**src/hdl/tbk_pkg.sv**
```systemverilog
// ----------------------------------------------------------------------------
// tbk_pkg
// shared widths, codes and types of the thermistor to kelvin pipeline
// ----------------------------------------------------------------------------
package tbk_pkg;

    localparam int SUPPLY_W   = 13;
    localparam int REF_W      = 16;
    localparam int COEF_W     = 32;
    localparam int RT_W       = 24;
    localparam int RT_FRAC    = 8;
    localparam int P_W        = 5;
    localparam int X_W        = 31;
    localparam int LOG_FRAC   = 24;
    localparam int LGM_W      = 28;
    localparam int LN2_W      = 30;
    localparam int LM_W       = 28;
    localparam int L2_W       = 32;
    localparam int BT_W       = 36;
    localparam int L3_W       = 28;
    localparam int CT_W       = 44;
    localparam int SUM_W      = 45;
    localparam int INV_W      = 48;
    localparam int IV_W       = 47;
    localparam int T_W        = 10;
    localparam int ST_W       = 2;
    localparam int CFG_IDX_W  = 3;
    localparam int CFG_DATA_W = 32;

    localparam logic [LN2_W-1:0] LN2_Q30 = 30'd744261118;
    localparam logic [T_W-1:0]   TEMP_MAX = 10'd1023;

    localparam logic [ST_W-1:0] ST_OK  = 2'd0;
    localparam logic [ST_W-1:0] ST_BAD = 2'd1;
    localparam logic [ST_W-1:0] ST_SAT = 2'd2;

    localparam logic [CFG_IDX_W-1:0] REG_SUPPLY = 3'd0;
    localparam logic [CFG_IDX_W-1:0] REG_REF    = 3'd1;
    localparam logic [CFG_IDX_W-1:0] REG_COEF_A = 3'd2;
    localparam logic [CFG_IDX_W-1:0] REG_COEF_B = 3'd3;
    localparam logic [CFG_IDX_W-1:0] REG_COEF_C = 3'd4;

    localparam logic [SUPPLY_W-1:0] RST_SUPPLY = 13'd3300;
    localparam logic [REF_W-1:0]    RST_REF    = 16'd10000;
    localparam logic [COEF_W-1:0]   RST_COEF_A = 32'd1135714107;
    localparam logic [COEF_W-1:0]   RST_COEF_B = 32'd262147468;
    localparam logic [COEF_W-1:0]   RST_COEF_C = 32'd176087;

    typedef struct packed {
        logic valid;
        logic bad;
    } t_ctl;

endpackage

```
**src/hdl/tbk_rt.sv**
```systemverilog
// ----------------------------------------------------------------------------
// tbk_rt
// bridge resistance in Q16.8, one quotient bit per stage
// ----------------------------------------------------------------------------
module tbk_rt #(
    parameter int SENSE_BITS = 12
) (
    input  logic                          i_clk,
    input  logic                          i_rst_n,
    input  logic                          i_en,
    input  logic                          i_valid,
    input  logic [SENSE_BITS-1:0]         i_sense,
    input  logic [tbk_pkg::SUPPLY_W-1:0]  i_supply,
    input  logic [tbk_pkg::REF_W-1:0]     i_ref,
    output tbk_pkg::t_ctl                 o_ctl,
    output logic [tbk_pkg::RT_W-1:0]      o_rt
);
    import tbk_pkg::*;

    localparam int CW    = (SENSE_BITS + 1 > SUPPLY_W) ? SENSE_BITS + 1 : SUPPLY_W;
    localparam int RW    = CW + 2;
    localparam int NUM_W = REF_W + SUPPLY_W;

    logic [CW-1:0]    s_ext;
    logic [CW-1:0]    tv_ext;
    logic [CW-1:0]    diff;
    logic [CW:0]      den;
    logic [NUM_W-1:0] num;

    logic          r_valid [0:RT_W];
    logic          r_bad   [0:RT_W];
    logic [RW-1:0] r_rem   [0:RT_W];
    logic [RT_W-1:0] r_low [0:RT_W];
    logic [RT_W-1:0] r_q   [0:RT_W];
    logic [CW:0]   r_den   [0:RT_W];

    assign s_ext  = CW'(i_supply);
    assign tv_ext = CW'({i_sense, 1'b0});
    assign diff   = s_ext - tv_ext;
    assign den    = {1'b0, s_ext} + {1'b0, tv_ext};
    assign num    = NUM_W'(i_ref) * NUM_W'(diff[SUPPLY_W-1:0]);

    always_ff @(posedge i_clk) begin
        if (!i_rst_n) begin
            r_valid[0] <= 1'b0;
        end else if (i_en) begin
            r_valid[0] <= i_valid;
        end
    end

    always_ff @(posedge i_clk) begin
        if (i_en) begin
            r_bad[0] <= (s_ext <= tv_ext) || (i_ref == '0);
            r_rem[0] <= RW'(num[NUM_W-1:RT_W-RT_FRAC]);
            r_low[0] <= {num[RT_W-RT_FRAC-1:0], {RT_FRAC{1'b0}}};
            r_q[0]   <= '0;
            r_den[0] <= den;
        end
    end

    for (genvar i = 0; i < RT_W; i++) begin : g_div
        logic [RW-1:0] rem_sh;
        logic          ge;

        assign rem_sh = {r_rem[i][RW-2:0], r_low[i][RT_W-1]};
        assign ge     = rem_sh >= RW'(r_den[i]);

        always_ff @(posedge i_clk) begin
            if (!i_rst_n) begin
                r_valid[i+1] <= 1'b0;
            end else if (i_en) begin
                r_valid[i+1] <= r_valid[i];
            end
        end

        always_ff @(posedge i_clk) begin
            if (i_en) begin
                r_bad[i+1] <= r_bad[i];
                r_rem[i+1] <= ge ? rem_sh - RW'(r_den[i]) : rem_sh;
                r_low[i+1] <= {r_low[i][RT_W-2:0], 1'b0};
                r_q[i+1]   <= {r_q[i][RT_W-2:0], ge};
                r_den[i+1] <= r_den[i];
            end
        end
    end

    assign o_ctl.valid = r_valid[RT_W];
    assign o_ctl.bad   = r_bad[RT_W];
    assign o_rt        = r_q[RT_W];

endmodule

```
**config.mk**
```make
export PLATFORM = sky130hd
export DESIGN_NAME = tbk_rt
export DESIGN_NICKNAME = d
export VERILOG_FILES = /design/src/hdl/tbk_pkg.sv /design/src/hdl/tbk_rt.sv
export SDC_FILE = /design/constraint.sdc
export NUM_CORES = 2
export LEC_CHECK = 0
export CELL_PAD_IN_SITES_DETAIL_PLACEMENT = 1
export CELL_PAD_IN_SITES_GLOBAL_PLACEMENT = 2
export CORE_ASPECT_RATIO = 0.7
export CORE_MARGIN = 8
export CORE_UTILIZATION = 30
export CTS_CLUSTER_DIAMETER = 80
export DETAILED_ROUTE_END_ITERATION = 10
export DONT_BUFFER_PORTS = 1
export MAX_ROUTING_LAYER = met4
export PLACE_DENSITY_LB_ADDON = 0.1
export SLEW_MARGIN = 15
export SYNTH_ARGS = -nofsm -noshare
export SYNTH_HDL_FRONTEND = slang
export SYNTH_SLANG_ARGS = --single-unit
```
**constraint.sdc**
```tcl
create_clock -name i_clk -period 8.9 [get_ports i_clk]
set_input_delay 0.445 -clock i_clk [delete_from_list [all_inputs] [get_ports i_clk]]
set_output_delay 0.445 -clock i_clk [all_outputs]
set_load 0.05 [all_outputs]
```
# Yosys cells after proc, flatten, opt, wreduce, memory -nomap -nowiden
# Memories as Yosys holds them, arrays and structs flattened.
# Index checks and enable logic that the tools add are counted.
# W data, S select, Z words.
# classes
n_lt_le_gt_ge	25
n_mux	54
reduce_logical	2
n_bitwise	25
mul	1
n_addsub	26
n_eq_ne	0
shift	0
div	0
# op_table
cell	n
$ge A15 B14 Y1	24
$mux W15	24
$sub A15 B14 Y15	24
$mux W1	30
$mul A16 B13 Y29	1
$or A1 B1 Y1	25
$logic_not A16 Y1	1
$add A13 B13 Y14	1
$le A13 B13 Y1	1
$sub A13 B13 Y13	1
$logic_or A1 B1 Y1	1
# word_totals
inputBits	45
latchBits	0
mem_bits_ro	0
n_memories	6
regBits	0
ramBits	1950
# memory_table
memory	depth	width	read_ports	rd_ports_with_merged_regs	wr	line	rtl
r_q	25	24	25	0	25	tbk_rt.sv:34	logic [RT_W-1:0] r_q [0:RT_W];
r_low	25	23	24	0	25	tbk_rt.sv:33	logic [RT_W-1:0] r_low [0:RT_W];
r_rem	25	15	24	0	25	tbk_rt.sv:32	logic [RW-1:0] r_rem [0:RT_W];
r_den	25	14	24	0	25	tbk_rt.sv:35	logic [CW:0] r_den [0:RT_W];
r_bad	25	1	25	0	25	tbk_rt.sv:31	logic r_bad [0:RT_W];
r_valid	25	1	25	0	25	tbk_rt.sv:30	logic r_valid [0:RT_W];

# Depth between registers and ports, before layout
# logic_depth
depth_word	4
depth_mapped	31
mapped_depth_nobuf	30

# Worst setup path after synthesis
# No wires, ideal clock.
# synth_path
path_type	input to register
start	input i_supply[1] (netlist bit)
end	memory r_rem[0][12] (netlist bit), data pin
setup_slack_ps	1998
path_stages	29
setup_time_ps	268
arrival_time_ps	6634
path_cell_list	inv_1 > ha_1 > fa_1 > nor2b_1 > o21ai_0 > a21boi_0 > o21ai_0 > nor2b_1 > xnor2_1 > clkbuf_1 > nand2_1 > fa_1 > inv_1 > fa_1 > fa_1 > fa_1 > inv_1 > fa_1 > inv_1 > ha_1 > clkbuf_1 > a21o_1 > a21oi_1 > o21a_1 > o31ai_1 > nand3_1 > o31ai_1 > o41ai_1 > xnor2_1
# synth_rtl
element	line	rtl
start, declared	tbk_rt.sv:13	input logic [tbk_pkg::SUPPLY_W-1:0] i_supply,
end, declared	tbk_rt.sv:32	

==> metrics <==
clock latency on the worst-skew pair 0.78 ns; Placed Instances 7,717; first-pass GRT wire length 232.2 mm; most common library cell in the layout ignoring fill and taps edfxtp_1; Crit path required time 9.37 ns; die extent in y 398.0 µm; overflow left after global routing 0; vias per cell 4.672; placeable core area 207,600 µm²; setup violation total in the final timing report 0; met2 layer usage reported by global route 19.88%; initial core utilization 30.12%; worst-path maximum fanout 16; share of the clock period used by the worst path after layout 81.97%; RSZ-0062 raised after global routing false; clock skew after layout 0.05389 ns; most frequent cells in the layout 1,156 x edfxtp_1, 622 x inv_1, 433 x ha_1, 322 x nand2_1, 276 x o21ai_0; count of state elements after synthesis 1,157; class of the most critical hold timing path in2reg; synthesized instance count 5,019; number of distinct library cells after synthesis 76; cell row count 140; critical setup path kind in2reg; number of flops mapped to enable cells by yosys 1,156; master cell of the clock root buffer clkbuf_16; Post-DP HPWL 104.6 mm; fraction of layout instances using a drive strength above 1 8.093%; Longest Clk Path Bufs 4; total number of yosys warnings 0; actual transition at the worst max-transition pin 1.174 ns; antenna violations before repair 4; post-layout total power 29.12 mW; Area growth syn-to-layout 12.96%; setup fix buffers added after clock tree synthesis 0; Crit. End Element flip-flop; setup slack on the worst flop-to-flop path 4.79 ns; depth of the CTS H-tree 4; Total GRT Usage 13.33%; mean post-synth cell area 12.46 µm²; worst slack, placed 0.8062 ns; 1st-pass router iterations 5; CTS resizes 0; static leakage 27.94 nW; I/O pin cnt 71; crit path time final 7.295 ns; DRC violation total after the first TritonRoute iteration 1,915; final wirelength 145.3 mm; number of max-slew violations in the final report 0; post-route DRC violation count 0; post-route worst setup slack 1.605 ns; max-capacitance violation count 0; setup_tns 0 ns; Most Crowded Layer GR met2; highest achievable clock rate 137.1 MHz; clock sink count 1,157; Post-layout nets 5,760; area of the die 223,500 µm²; average wire per cell in the routed design 18.23 µm; Num CTS Buffers 146; endpoint arrival time on the critical path 7.77 ns; non-filler cells, final 7,972; CTS tree done; share of flip-flops with an asynchronous set or reset 0%; vias after detailed routing 37,240; final antenna-violating net count 0; worst slew margin relative to its limit 21.74%; Worst IR Drop VDD 0.4691 mV; Pwr per Cell Area 412.3 nW/µm²; kind of launch point of the worst setup path input pin; Post-Syn Nets 5,676; final count of hold timing violations 0; fraction of the yosys area taken by sequential cells 55.55%; via count of the first global-routing pass 39,430; die extent in x 561.7 µm; gp weighted congestion 0.7572; met3 Use GR 2.005%; met1 track demand over resource in global routing 19.18%; number of I/O port buffers 0; outcome finished, final reports clean; largest net degree at the start of global routing 231; Worst-path clk slew 0.05 ns; most common flop cell mapped by yosys edfxtp_1; Cell Area, Synth 62,530 µm²
worst max-delay path: stages:
cell	delay (ns)
inv_1	0.02
ha_1	0.21
fa_1	0.43
nor2b_1	0.15
o21ai_0	0.14
a21boi_0	0.30
o21ai_0	0.20
a21oi_1	0.24
mux2i_1	0.22
nand3_1	0.49
and2_1	0.40
fa_1	0.47
fa_1	0.52
fa_1	0.43
fa_1	0.49
inv_1	0.05
fa_1	0.47
inv_1	0.04
ha_1	0.34
and2_1	0.18
nand3_1	0.13
o31ai_1	0.48
nand3_1	0.24
o31ai_1	0.40
o41ai_1	0.14
xnor2_1	0.14
path summary, 6_finish.rpt:
kind / from / endpoint / cells past startpoint
max: i_supply[1] / r_rem[0][12] / 26
max reg2reg: r_rem[2][60] / r_rem[2][87] / 8
min: i_supply[12] / r_den[0][13] / 3
min reg2reg: r_q[1][0] / r_q[1][25] / 0
sequential cells by signal (all words and copies together), names as in the netlist:
register / flops
r_q: 300
r_den: 336
r_bad: 25
r_rem: 335
r_low: 136
r_valid: 25
power by group:
part / total [mW] / leakage [nW] / switching (mW) / internal (mW)
Clock: 5.79 / 2.25 / 2.32 / 3.47
Sequential: 8.88 / 11.3 / 0.735 / 8.14
Combinational: 14.5 / 14.4 / 8.26 / 6.20
Total: 29.1 / 27.9 / 11.3 / 17.8
cells by family after synthesis:
kind of cell / Yosys count / share of synthesized area, %
and+or+nand+nor: 1087 / 8.532
muxes: 188 / 3.368
AOI/OAI and AO/OA: 1006 / 10.23
buffers and inverters: 717 / 4.396
xor gates and xnor gates: 252 / 3.530
DFF: 1157 / 55.55
adders and majority gates: 612 / 14.39
stage by stage:
step | instance area [µm²] | hold WS (ns) | utilization, %
final | 70640 | 0.09889 | 34.03
after global routing | 70640 | 0.03307 | 34.03
after CTS | 70600 | 0.01653 | 34.01
after detailed placement | 65920 | 0.4052 | 31.76
after global placement | 65900 | 0.4007 | 31.75
after floorplan | 62530 | 0.4003 | -
synth_stat cells, drive strengths merged, types with 8 or more instances:
library cell	count	share of area, %
a21oi	270	2.2
mux2	158	2.9
nor4	22	0.24
a21o	98	1.2
a31oi	34	0.38
inv	622	3.7
nand4	24	0.24
or3	19	0.19
nor2	248	1.5
o41ai	10	0.14
a2111oi	10	0.14
nand3b	17	0.20
a211o	22	0.31
a211oi	40	0.48
nand2	322	1.9
o211ai	35	0.42
o21ai	281	2.2
xnor2	166	2.3
edfxtp	1156	56
a21boi	27	0.32
nand2b	71	0.71
a311oi	9	0.27
buf	24	0.24
o21bai	14	0.17
nor2b	78	0.78
and3	56	0.56
xor2	86	1.2
o31a	11	0.15
nand3	62	0.50
clkbuf	71	0.43
or4	8	0.096
nor4b	13	0.18
nor3	45	0.36
ha	433	8.7
and2	89	0.89
o31ai	19	0.23
fa	179	5.7
mux2i	30	0.48
o22ai	9	0.090
o21a	69	0.83
metal layers:
layer | part of all wire [%] | wire length (µm) | vias up
met5 | 0 | 0 | -
met4 | 2.0 | 2906 | 0
met3 | 3.1 | 4448 | 202
met2 | 43 | 62300 | 356
met1 | 52 | 75700 | 18470
li1 | - | - | 18210
cell type report:
cell class	count	area, µm²
Fill cell	22040	136900
Sequential cell	1157	34730
Multi-Input combinational cell	3145	25110
Clock buffer	172	3857
Tap cell	2769	3465
Inverter	622	2335
Clock inverter	75	743.2
Timing Repair Buffer	31	389.1
Antenna cell	1	2.502
what timing repair did:
item | in CTS | in global routing
hold buffers | 6 | 0
endpoints found under the setup margin | 0 | 0
hold endpoints to repair | 152 | 0
(Power assumes the default switching activity.)
