File: config.mk
export PLATFORM = sky130hd
export DESIGN_NAME = tbk_recip
export DESIGN_NICKNAME = d
export VERILOG_FILES = /design/src/hdl/tbk_pkg.sv /design/src/hdl/tbk_recip.sv
export SDC_FILE = /design/constraint.sdc
export NUM_CORES = 2
export LEC_CHECK = 0
export ABC_AREA = 1
export BUFFER_PORTS_ARGS = -buffer_cell sky130_fd_sc_hd__buf_4
export CAP_MARGIN = 5
export CORE_ASPECT_RATIO = 1.25
export CORE_UTILIZATION = 51
export DETAILED_ROUTE_END_ITERATION = 7
export PLACE_DENSITY = 0.66
export SYNTH_ARGS = -nofsm -noshare
export SYNTH_HDL_FRONTEND = slang
export SYNTH_SLANG_ARGS = --single-unit
File: constraint.sdc
create_clock -name i_clk -period 6 [get_ports i_clk]
set_input_delay 0.3 -clock i_clk [delete_from_list [all_inputs] [get_ports i_clk]]
set_output_delay 0.3 -clock i_clk [all_outputs]
set_load 0.03 [all_outputs]
File: src/hdl/tbk_pkg.sv
// ----------------------------------------------------------------------------
// tbk_pkg
// shared widths, codes and types of the thermistor to kelvin pipeline
// ----------------------------------------------------------------------------
package tbk_pkg;

    localparam int SUPPLY_W   = 13;
    localparam int REF_W      = 16;
    localparam int COEF_W     = 32;
    localparam int RT_W       = 24;
    localparam int RT_FRAC    = 8;
    localparam int P_W        = 5;
    localparam int X_W        = 31;
    localparam int LOG_FRAC   = 24;
    localparam int LGM_W      = 28;
    localparam int LN2_W      = 30;
    localparam int LM_W       = 28;
    localparam int L2_W       = 32;
    localparam int BT_W       = 36;
    localparam int L3_W       = 28;
    localparam int CT_W       = 44;
    localparam int SUM_W      = 45;
    localparam int INV_W      = 48;
    localparam int IV_W       = 47;
    localparam int T_W        = 10;
    localparam int ST_W       = 2;
    localparam int CFG_IDX_W  = 3;
    localparam int CFG_DATA_W = 32;

    localparam logic [LN2_W-1:0] LN2_Q30 = 30'd744261118;
    localparam logic [T_W-1:0]   TEMP_MAX = 10'd1023;

    localparam logic [ST_W-1:0] ST_OK  = 2'd0;
    localparam logic [ST_W-1:0] ST_BAD = 2'd1;
    localparam logic [ST_W-1:0] ST_SAT = 2'd2;

    localparam logic [CFG_IDX_W-1:0] REG_SUPPLY = 3'd0;
    localparam logic [CFG_IDX_W-1:0] REG_REF    = 3'd1;
    localparam logic [CFG_IDX_W-1:0] REG_COEF_A = 3'd2;
    localparam logic [CFG_IDX_W-1:0] REG_COEF_B = 3'd3;
    localparam logic [CFG_IDX_W-1:0] REG_COEF_C = 3'd4;

    localparam logic [SUPPLY_W-1:0] RST_SUPPLY = 13'd3300;
    localparam logic [REF_W-1:0]    RST_REF    = 16'd10000;
    localparam logic [COEF_W-1:0]   RST_COEF_A = 32'd1135714107;
    localparam logic [COEF_W-1:0]   RST_COEF_B = 32'd262147468;
    localparam logic [COEF_W-1:0]   RST_COEF_C = 32'd176087;

    typedef struct packed {
        logic valid;
        logic bad;
    } t_ctl;

endpackage

File: src/hdl/tbk_recip.sv
// ----------------------------------------------------------------------------
// tbk_recip
// kelvin from the inverse, one quotient bit per stage, then status
// ----------------------------------------------------------------------------
module tbk_recip #(
    parameter int COEF_FRAC_BITS = 40
) (
    input  logic                        i_clk,
    input  logic                        i_rst_n,
    input  logic                        i_en,
    input  tbk_pkg::t_ctl               i_ctl,
    input  logic [tbk_pkg::IV_W-1:0]    i_inv,
    output logic                        o_valid,
    output logic [tbk_pkg::T_W-1:0]     o_temp,
    output logic [tbk_pkg::ST_W-1:0]    o_status
);
    import tbk_pkg::*;

    localparam int DW = IV_W + T_W;

    logic           r_valid [0:T_W];
    logic           r_bad   [0:T_W];
    logic           r_sat   [0:T_W];
    logic [DW-1:0]  r_rem   [0:T_W];
    logic [IV_W-1:0] r_inv  [0:T_W];
    logic [T_W-1:0] r_q     [0:T_W];

    logic            r_out_valid;
    logic [T_W-1:0]  r_temp;
    logic [ST_W-1:0] r_status;

    always_ff @(posedge i_clk) begin
        if (!i_rst_n) begin
            r_valid[0] <= 1'b0;
        end else if (i_en) begin
            r_valid[0] <= i_ctl.valid;
        end
    end

    always_ff @(posedge i_clk) begin
        if (i_en) begin
            r_bad[0] <= i_ctl.bad;
            r_sat[0] <= DW'(i_inv) <= (DW'(1) << (COEF_FRAC_BITS - T_W));
            r_rem[0] <= DW'(1) << COEF_FRAC_BITS;
            r_inv[0] <= i_inv;
            r_q[0]   <= '0;
        end
    end

    for (genvar j = 0; j < T_W; j++) begin : g_div
        logic [DW-1:0] d;
        logic          ge;

        assign d  = DW'(r_inv[j]) << (T_W - 1 - j);
        assign ge = r_rem[j] >= d;

        always_ff @(posedge i_clk) begin
            if (!i_rst_n) begin
                r_valid[j+1] <= 1'b0;
            end else if (i_en) begin
                r_valid[j+1] <= r_valid[j];
            end
        end

        always_ff @(posedge i_clk) begin
            if (i_en) begin
                r_bad[j+1] <= r_bad[j];
                r_sat[j+1] <= r_sat[j];
                r_rem[j+1] <= ge ? r_rem[j] - d : r_rem[j];
                r_inv[j+1] <= r_inv[j];
                r_q[j+1]   <= {r_q[j][T_W-2:0], ge};
            end
        end
    end

    always_ff @(posedge i_clk) begin
        if (!i_rst_n) begin
            r_out_valid <= 1'b0;
        end else if (i_en) begin
            r_out_valid <= r_valid[T_W];
        end
    end

    always_ff @(posedge i_clk) begin
        if (i_en) begin
            if (r_bad[T_W]) begin
                r_temp   <= '0;
                r_status <= ST_BAD;
            end else if (r_sat[T_W]) begin
                r_temp   <= TEMP_MAX;
                r_status <= ST_SAT;
            end else begin
                r_temp   <= r_q[T_W];
                r_status <= ST_OK;
            end
        end
    end

    assign o_valid  = r_out_valid;
    assign o_temp   = r_temp;
    assign o_status = r_status;

endmodule

# Word-level counts from Yosys, hierarchy flattened
# Memories as Yosys holds them, arrays and structs flattened. A register that Yosys moved wholly into a read port is not among the register bits.
# Cells that the tools add are included.
dict set report totals {
  ff_bits 12
  word_cells 69
  inputBits 52
  mem_count 6
  mem_bits_rw 1287
}
dict set report op_classes {
  n_addsub 10
  bitwise 11
  n_mux 28
  n_reduce_logical 1
  order_cmp 11
}
# memory words word_bits rd rd_clocked_by_memory_dff wr line
set memory_table {}
lappend memory_table {r_rem 11 57 10 0 11 tbk_recip.sv:24} ;# logic [DW-1:0] r_rem [0:T_W];
lappend memory_table {r_inv 11 47 10 0 11 tbk_recip.sv:25} ;# logic [IV_W-1:0] r_inv [0:T_W];
lappend memory_table {r_q 11 10 11 0 11 tbk_recip.sv:26} ;# logic [T_W-1:0] r_q [0:T_W];
lappend memory_table {r_bad 11 1 11 0 11 tbk_recip.sv:22} ;# logic r_bad [0:T_W];
lappend memory_table {r_sat 11 1 11 0 11 tbk_recip.sv:23} ;# logic r_sat [0:T_W];
lappend memory_table {r_valid 11 1 11 1 11 tbk_recip.sv:21} ;# logic r_valid [0:T_W];
# cell n
set op_table {}
lappend op_table {{57-bit two-way mux} 10}
lappend op_table {{57-bit by 47-bit greater-or-equal comparator with 1-bit output} 1}
lappend op_table {{57-bit by 48-bit greater-or-equal comparator with 1-bit output} 1}
lappend op_table {{57-bit by 49-bit greater-or-equal comparator with 1-bit output} 1}
lappend op_table {{57-bit by 50-bit greater-or-equal comparator with 1-bit output} 1}
lappend op_table {{57-bit by 51-bit greater-or-equal comparator with 1-bit output} 1}
lappend op_table {{57-bit by 52-bit greater-or-equal comparator with 1-bit output} 1}
lappend op_table {{57-bit by 53-bit greater-or-equal comparator with 1-bit output} 1}
lappend op_table {{57-bit by 54-bit greater-or-equal comparator with 1-bit output} 1}
lappend op_table {{57-bit by 55-bit greater-or-equal comparator with 1-bit output} 1}
lappend op_table {{57-bit by 56-bit greater-or-equal comparator with 1-bit output} 1}
lappend op_table {{57-bit by 47-bit subtractor with 57-bit output} 1}
lappend op_table {{57-bit by 48-bit subtractor with 57-bit output} 1}
lappend op_table {{57-bit by 49-bit subtractor with 57-bit output} 1}
lappend op_table {{57-bit by 50-bit subtractor with 57-bit output} 1}
lappend op_table {{57-bit by 51-bit subtractor with 57-bit output} 1}
lappend op_table {{57-bit by 52-bit subtractor with 57-bit output} 1}
lappend op_table {{57-bit by 53-bit subtractor with 57-bit output} 1}
lappend op_table {{57-bit by 54-bit subtractor with 57-bit output} 1}
lappend op_table {{57-bit by 55-bit subtractor with 57-bit output} 1}
lappend op_table {{57-bit by 56-bit subtractor with 57-bit output} 1}
lappend op_table {{47-bit by 31-bit less-or-equal comparator with 1-bit output (second input constant)} 1}
lappend op_table {{1-bit two-way mux} 16}
lappend op_table {{1-bit OR} 11}
lappend op_table {{3 further kinds} 3}

# Depth between registers and ports, before layout
dict set report logic_depth {
  ltp_word 4
  mapped_depth 17
}

# Least setup slack after synthesis
# No wires, ideal clock.
dict set report synth_path {
  path_kind {reg-to-reg}
  from {memory r_inv[8][0]}
  to {memory r_rem[9][10] (netlist bit) (data pin)}
  path_stages_with_launch 14
  required_ps 5742
  path_slack_ps 3815
  n_path_buf 1
  period_less_slack_ps 2185
  arrival_time_ps 1927
  path_cell_list {edfxtp_1 > inv_1 > fa_1 > nand2_1 > nand3_1 > nand3_1 > nand2_1 > nand2_1 > nand3_2 > nand2_1 > nand3_2 > inv_2 > clkbuf_2 > o21ai_1}
}
# item line
set synth_rtl {}
lappend synth_rtl {{start, declared} tbk_recip.sv:25}
lappend synth_rtl {{end, declared} tbk_recip.sv:24}

==> out/qor.txt <==
status - finished clean
cell area after synthesis - 76000 sq um
worst reg2reg path depth - 12
chip height - 434 microns
Resize count post-CTS - 0
multiplexer share of the synthesized area - 0
crit-path max FO - 4
YS warnings - 0
Die ar. - 151000 sq um
R2R Path End - r_rem[4][38]
Mapped Cells - 10900
first drt pass iteration count - 7
Worst-Margin Slew - 1.33 ns
final instance area - 82800 sq um
total of max-cap violations - 0
start of the worst register-to-register path - r_rem[3][11]
IO Count - 65
Synth Area in Compound Gates - 0.0358
wire per inst - 23.9 microns
core region area - 148000 sq um
Setup violations, final - 0
post-route antenna net violation count - 0
Tmin final - 4.02 ns
Worst Hold Depth - 1
RD Place Congestion - 1.16
Post-synth EDFFs - 1037
top_reg_cell synth - edfxtp_1
post-CTS setup buffer count - 0
Critical Path Source - r_rem[3][11]
startpoint types - flip-flop
Hold Startpoint - i_en
Critical Path AT - 4.59 ns
Critical Path End Type - flip-flop
simple-gate share of the synthesized area - 0.326
adder-cell area share of the yosys netlist - 0.0717
leakage power - 0.0432 uW
RSZ-0062 raised after global routing - false
Hold Vio Cnt, Final - 0
layout cells sized above 1 - 0.0332
row cnt - 158
worst min-delay path category - in2reg
final net count - 11500
post-placement cell count - 12800
DR DRC count - 0
Pins Over Slew Limit - 0
Num CTS Buffers - 111
hold path endpoint - r_inv[1][43]
Power Dens Cells - 406 nW/um^2
Skew-Pair Late Insertion Delay - 0.83 ns
Req. time, crit path - 6.57 ns
initial antenna violation count - 7
DP Area - 78600 sq um
Initial Utilization - 0.513
area grow syn2layout - 8.99%
ys async rst share - 0
clk buf depth - 3
GRT overflow - 0
register-to-register setup slack - 1.98 ns
Post-Synth XOR/XNOR Area - 0.0262
final wirelength - 313000 microns
clock sink count - 1039
clock transition at the registers of the reported paths - 0.07 ns
pin count of the biggest net entering global routing - 172
worst hold slack - 0.0364 ns
Final Cycle Share - 0.669
fmax - 0.249 GHz
Die X - 347 microns
vias per inst - 5.39
Post-Route Skew - 0.0556 ns
setup TNS - 0 ns
GRT Overall Usage - 0.417
number of global-route vias before repair - 71600
main combinational cell family by area after synthesis - simple AND/OR/NAND/NOR gates
register area share after synthesis - 0.410
post-synthesis register bit count - 1039
cts hold-fix bufs - 50
DRT iter0 DRCs - 5625
Final HPWL DP - 251000 microns
CTS tree - built
critical path type - reg2reg
Cell variety after synth - 51
Slew headroom - 0.111
commonest cells after routing, fill and taps aside - 4358 x nand2_1, 2442 x inv_1, 1037 x edfxtp_1
Vias - 70500
most common cell after layout, fill and taps aside - nand2_1
final std cells w/o fill - 13100
syn_area_per_cell - 7.00 sq um
Max VDD drop - 305 uV
root buffer cell - clkbuf_16
fillers - 14000
# port buffers - 64
H-tree levels - 3
global-route wire length before repair - 450000 microns
## synth_stat cells, types with 32 or more instances
master | n | area (sq um)
and2_1 | 32 | 200
nand3b_1 | 90 | 676
nand4_1 | 108 | 676
buf_2 | 36 | 180
ha_1 | 423 | 5290
a21oi_1 | 268 | 1340
edfxtp_1 | 1037 | 31100
nor2_1 | 813 | 3050
xnor2_1 | 108 | 946
nor3_1 | 71 | 355
xor2_1 | 119 | 1040
o21ai_0 | 90 | 450
inv_1 | 2442 | 9170
o21ai_1 | 61 | 305
nand2_1 | 4358 | 16400
nand3_1 | 541 | 2710
## per-layer routing
layer / track usage / wire length [microns]
met1: 0.319 / 86600
met2: 0.776 / 161000
met3: 0.0833 / 16400
met4: 0.538 / 48700
met5: 0 / 43
## how the worst max path moves through the flow
| stage | slack (ns) | cells after the start | end |
|---|---|---|---|
| 2_1_floorplan | 3.82 | 13 | r_rem[9][10] |
| 3_3_place_gp | 2.37 | 10 | r_rem[7][55] |
| 3_5_place_dp | 2.43 | 14 | r_rem[2][51] |
| 4_1_cts | 2.37 | 15 | r_rem[2][35] |
| 5_1_grt | 1.91 | 13 | r_rem[4][38] |
| 6_report | 1.98 | 12 | r_rem[4][38] |
## kinds of logic after synthesis
family | after synthesis
AO/OA/AOI/OAI | 499
flip-flops | 1039
adder cells (fa/ha/maj) | 431
other | 1
AND/OR/NAND/NOR | 6122
buffers and inverters | 2543
XOR/XNOR | 227
## worst max-delay path: stages, from the launching register on
cell and delay (ns):
edfxtp_1 0.43, ha_1 0.38, nand2_1 0.12, nor2_1 1.02, nand3_1 0.25, nand2_1 0.30
nand2_1 0.11, a21oi_1 0.82, nor2_1 0.07, nand2_1 0.09, nand2_1 0.05, nand2_1 0.06
nand2_1 0.05
## state kept, by name (all words and copies together) (netlist names)
| name | flops |
|---|---|
| r_bad | 11 |
| o_temp | 10 |
| r_inv | 470 |
| o_valid | 1 |
| r_q | 55 |
| r_valid | 11 |
| r_rem | 468 |
| r_sat | 11 |
| o_status | 2 |
## per-stage QoR
step	worst slack, ns	util	power [uW]
floorplan	3.82	-	20400
global placement	2.37	0.531	25700
detailed placement	2.43	0.531	25900
CTS	2.37	0.559	33100
global route	1.91	0.559	35400
finish	1.98	0.560	33600
## area by class of cell
cell class              count  area, sq um  share of cell area
flip-flops and latches   1039        31200               0.376
clock buffers             125         2830              0.0342
well taps                1920         2400              0.0290
inverters                2458         9230               0.111
diodes                     17         42.5            0.000513
repair buffers            145         1300              0.0156
multi-input cells        7287        35000               0.422
clock inverters            80          867              0.0105
## power by group
part | switching, uW | internal [uW]
sequential | 895 | 9870
clock | 3250 | 3940
combinational | 11100 | 4600
total | 15200 | 18400
No activity file was read; power rests on OpenSTA's default activity.
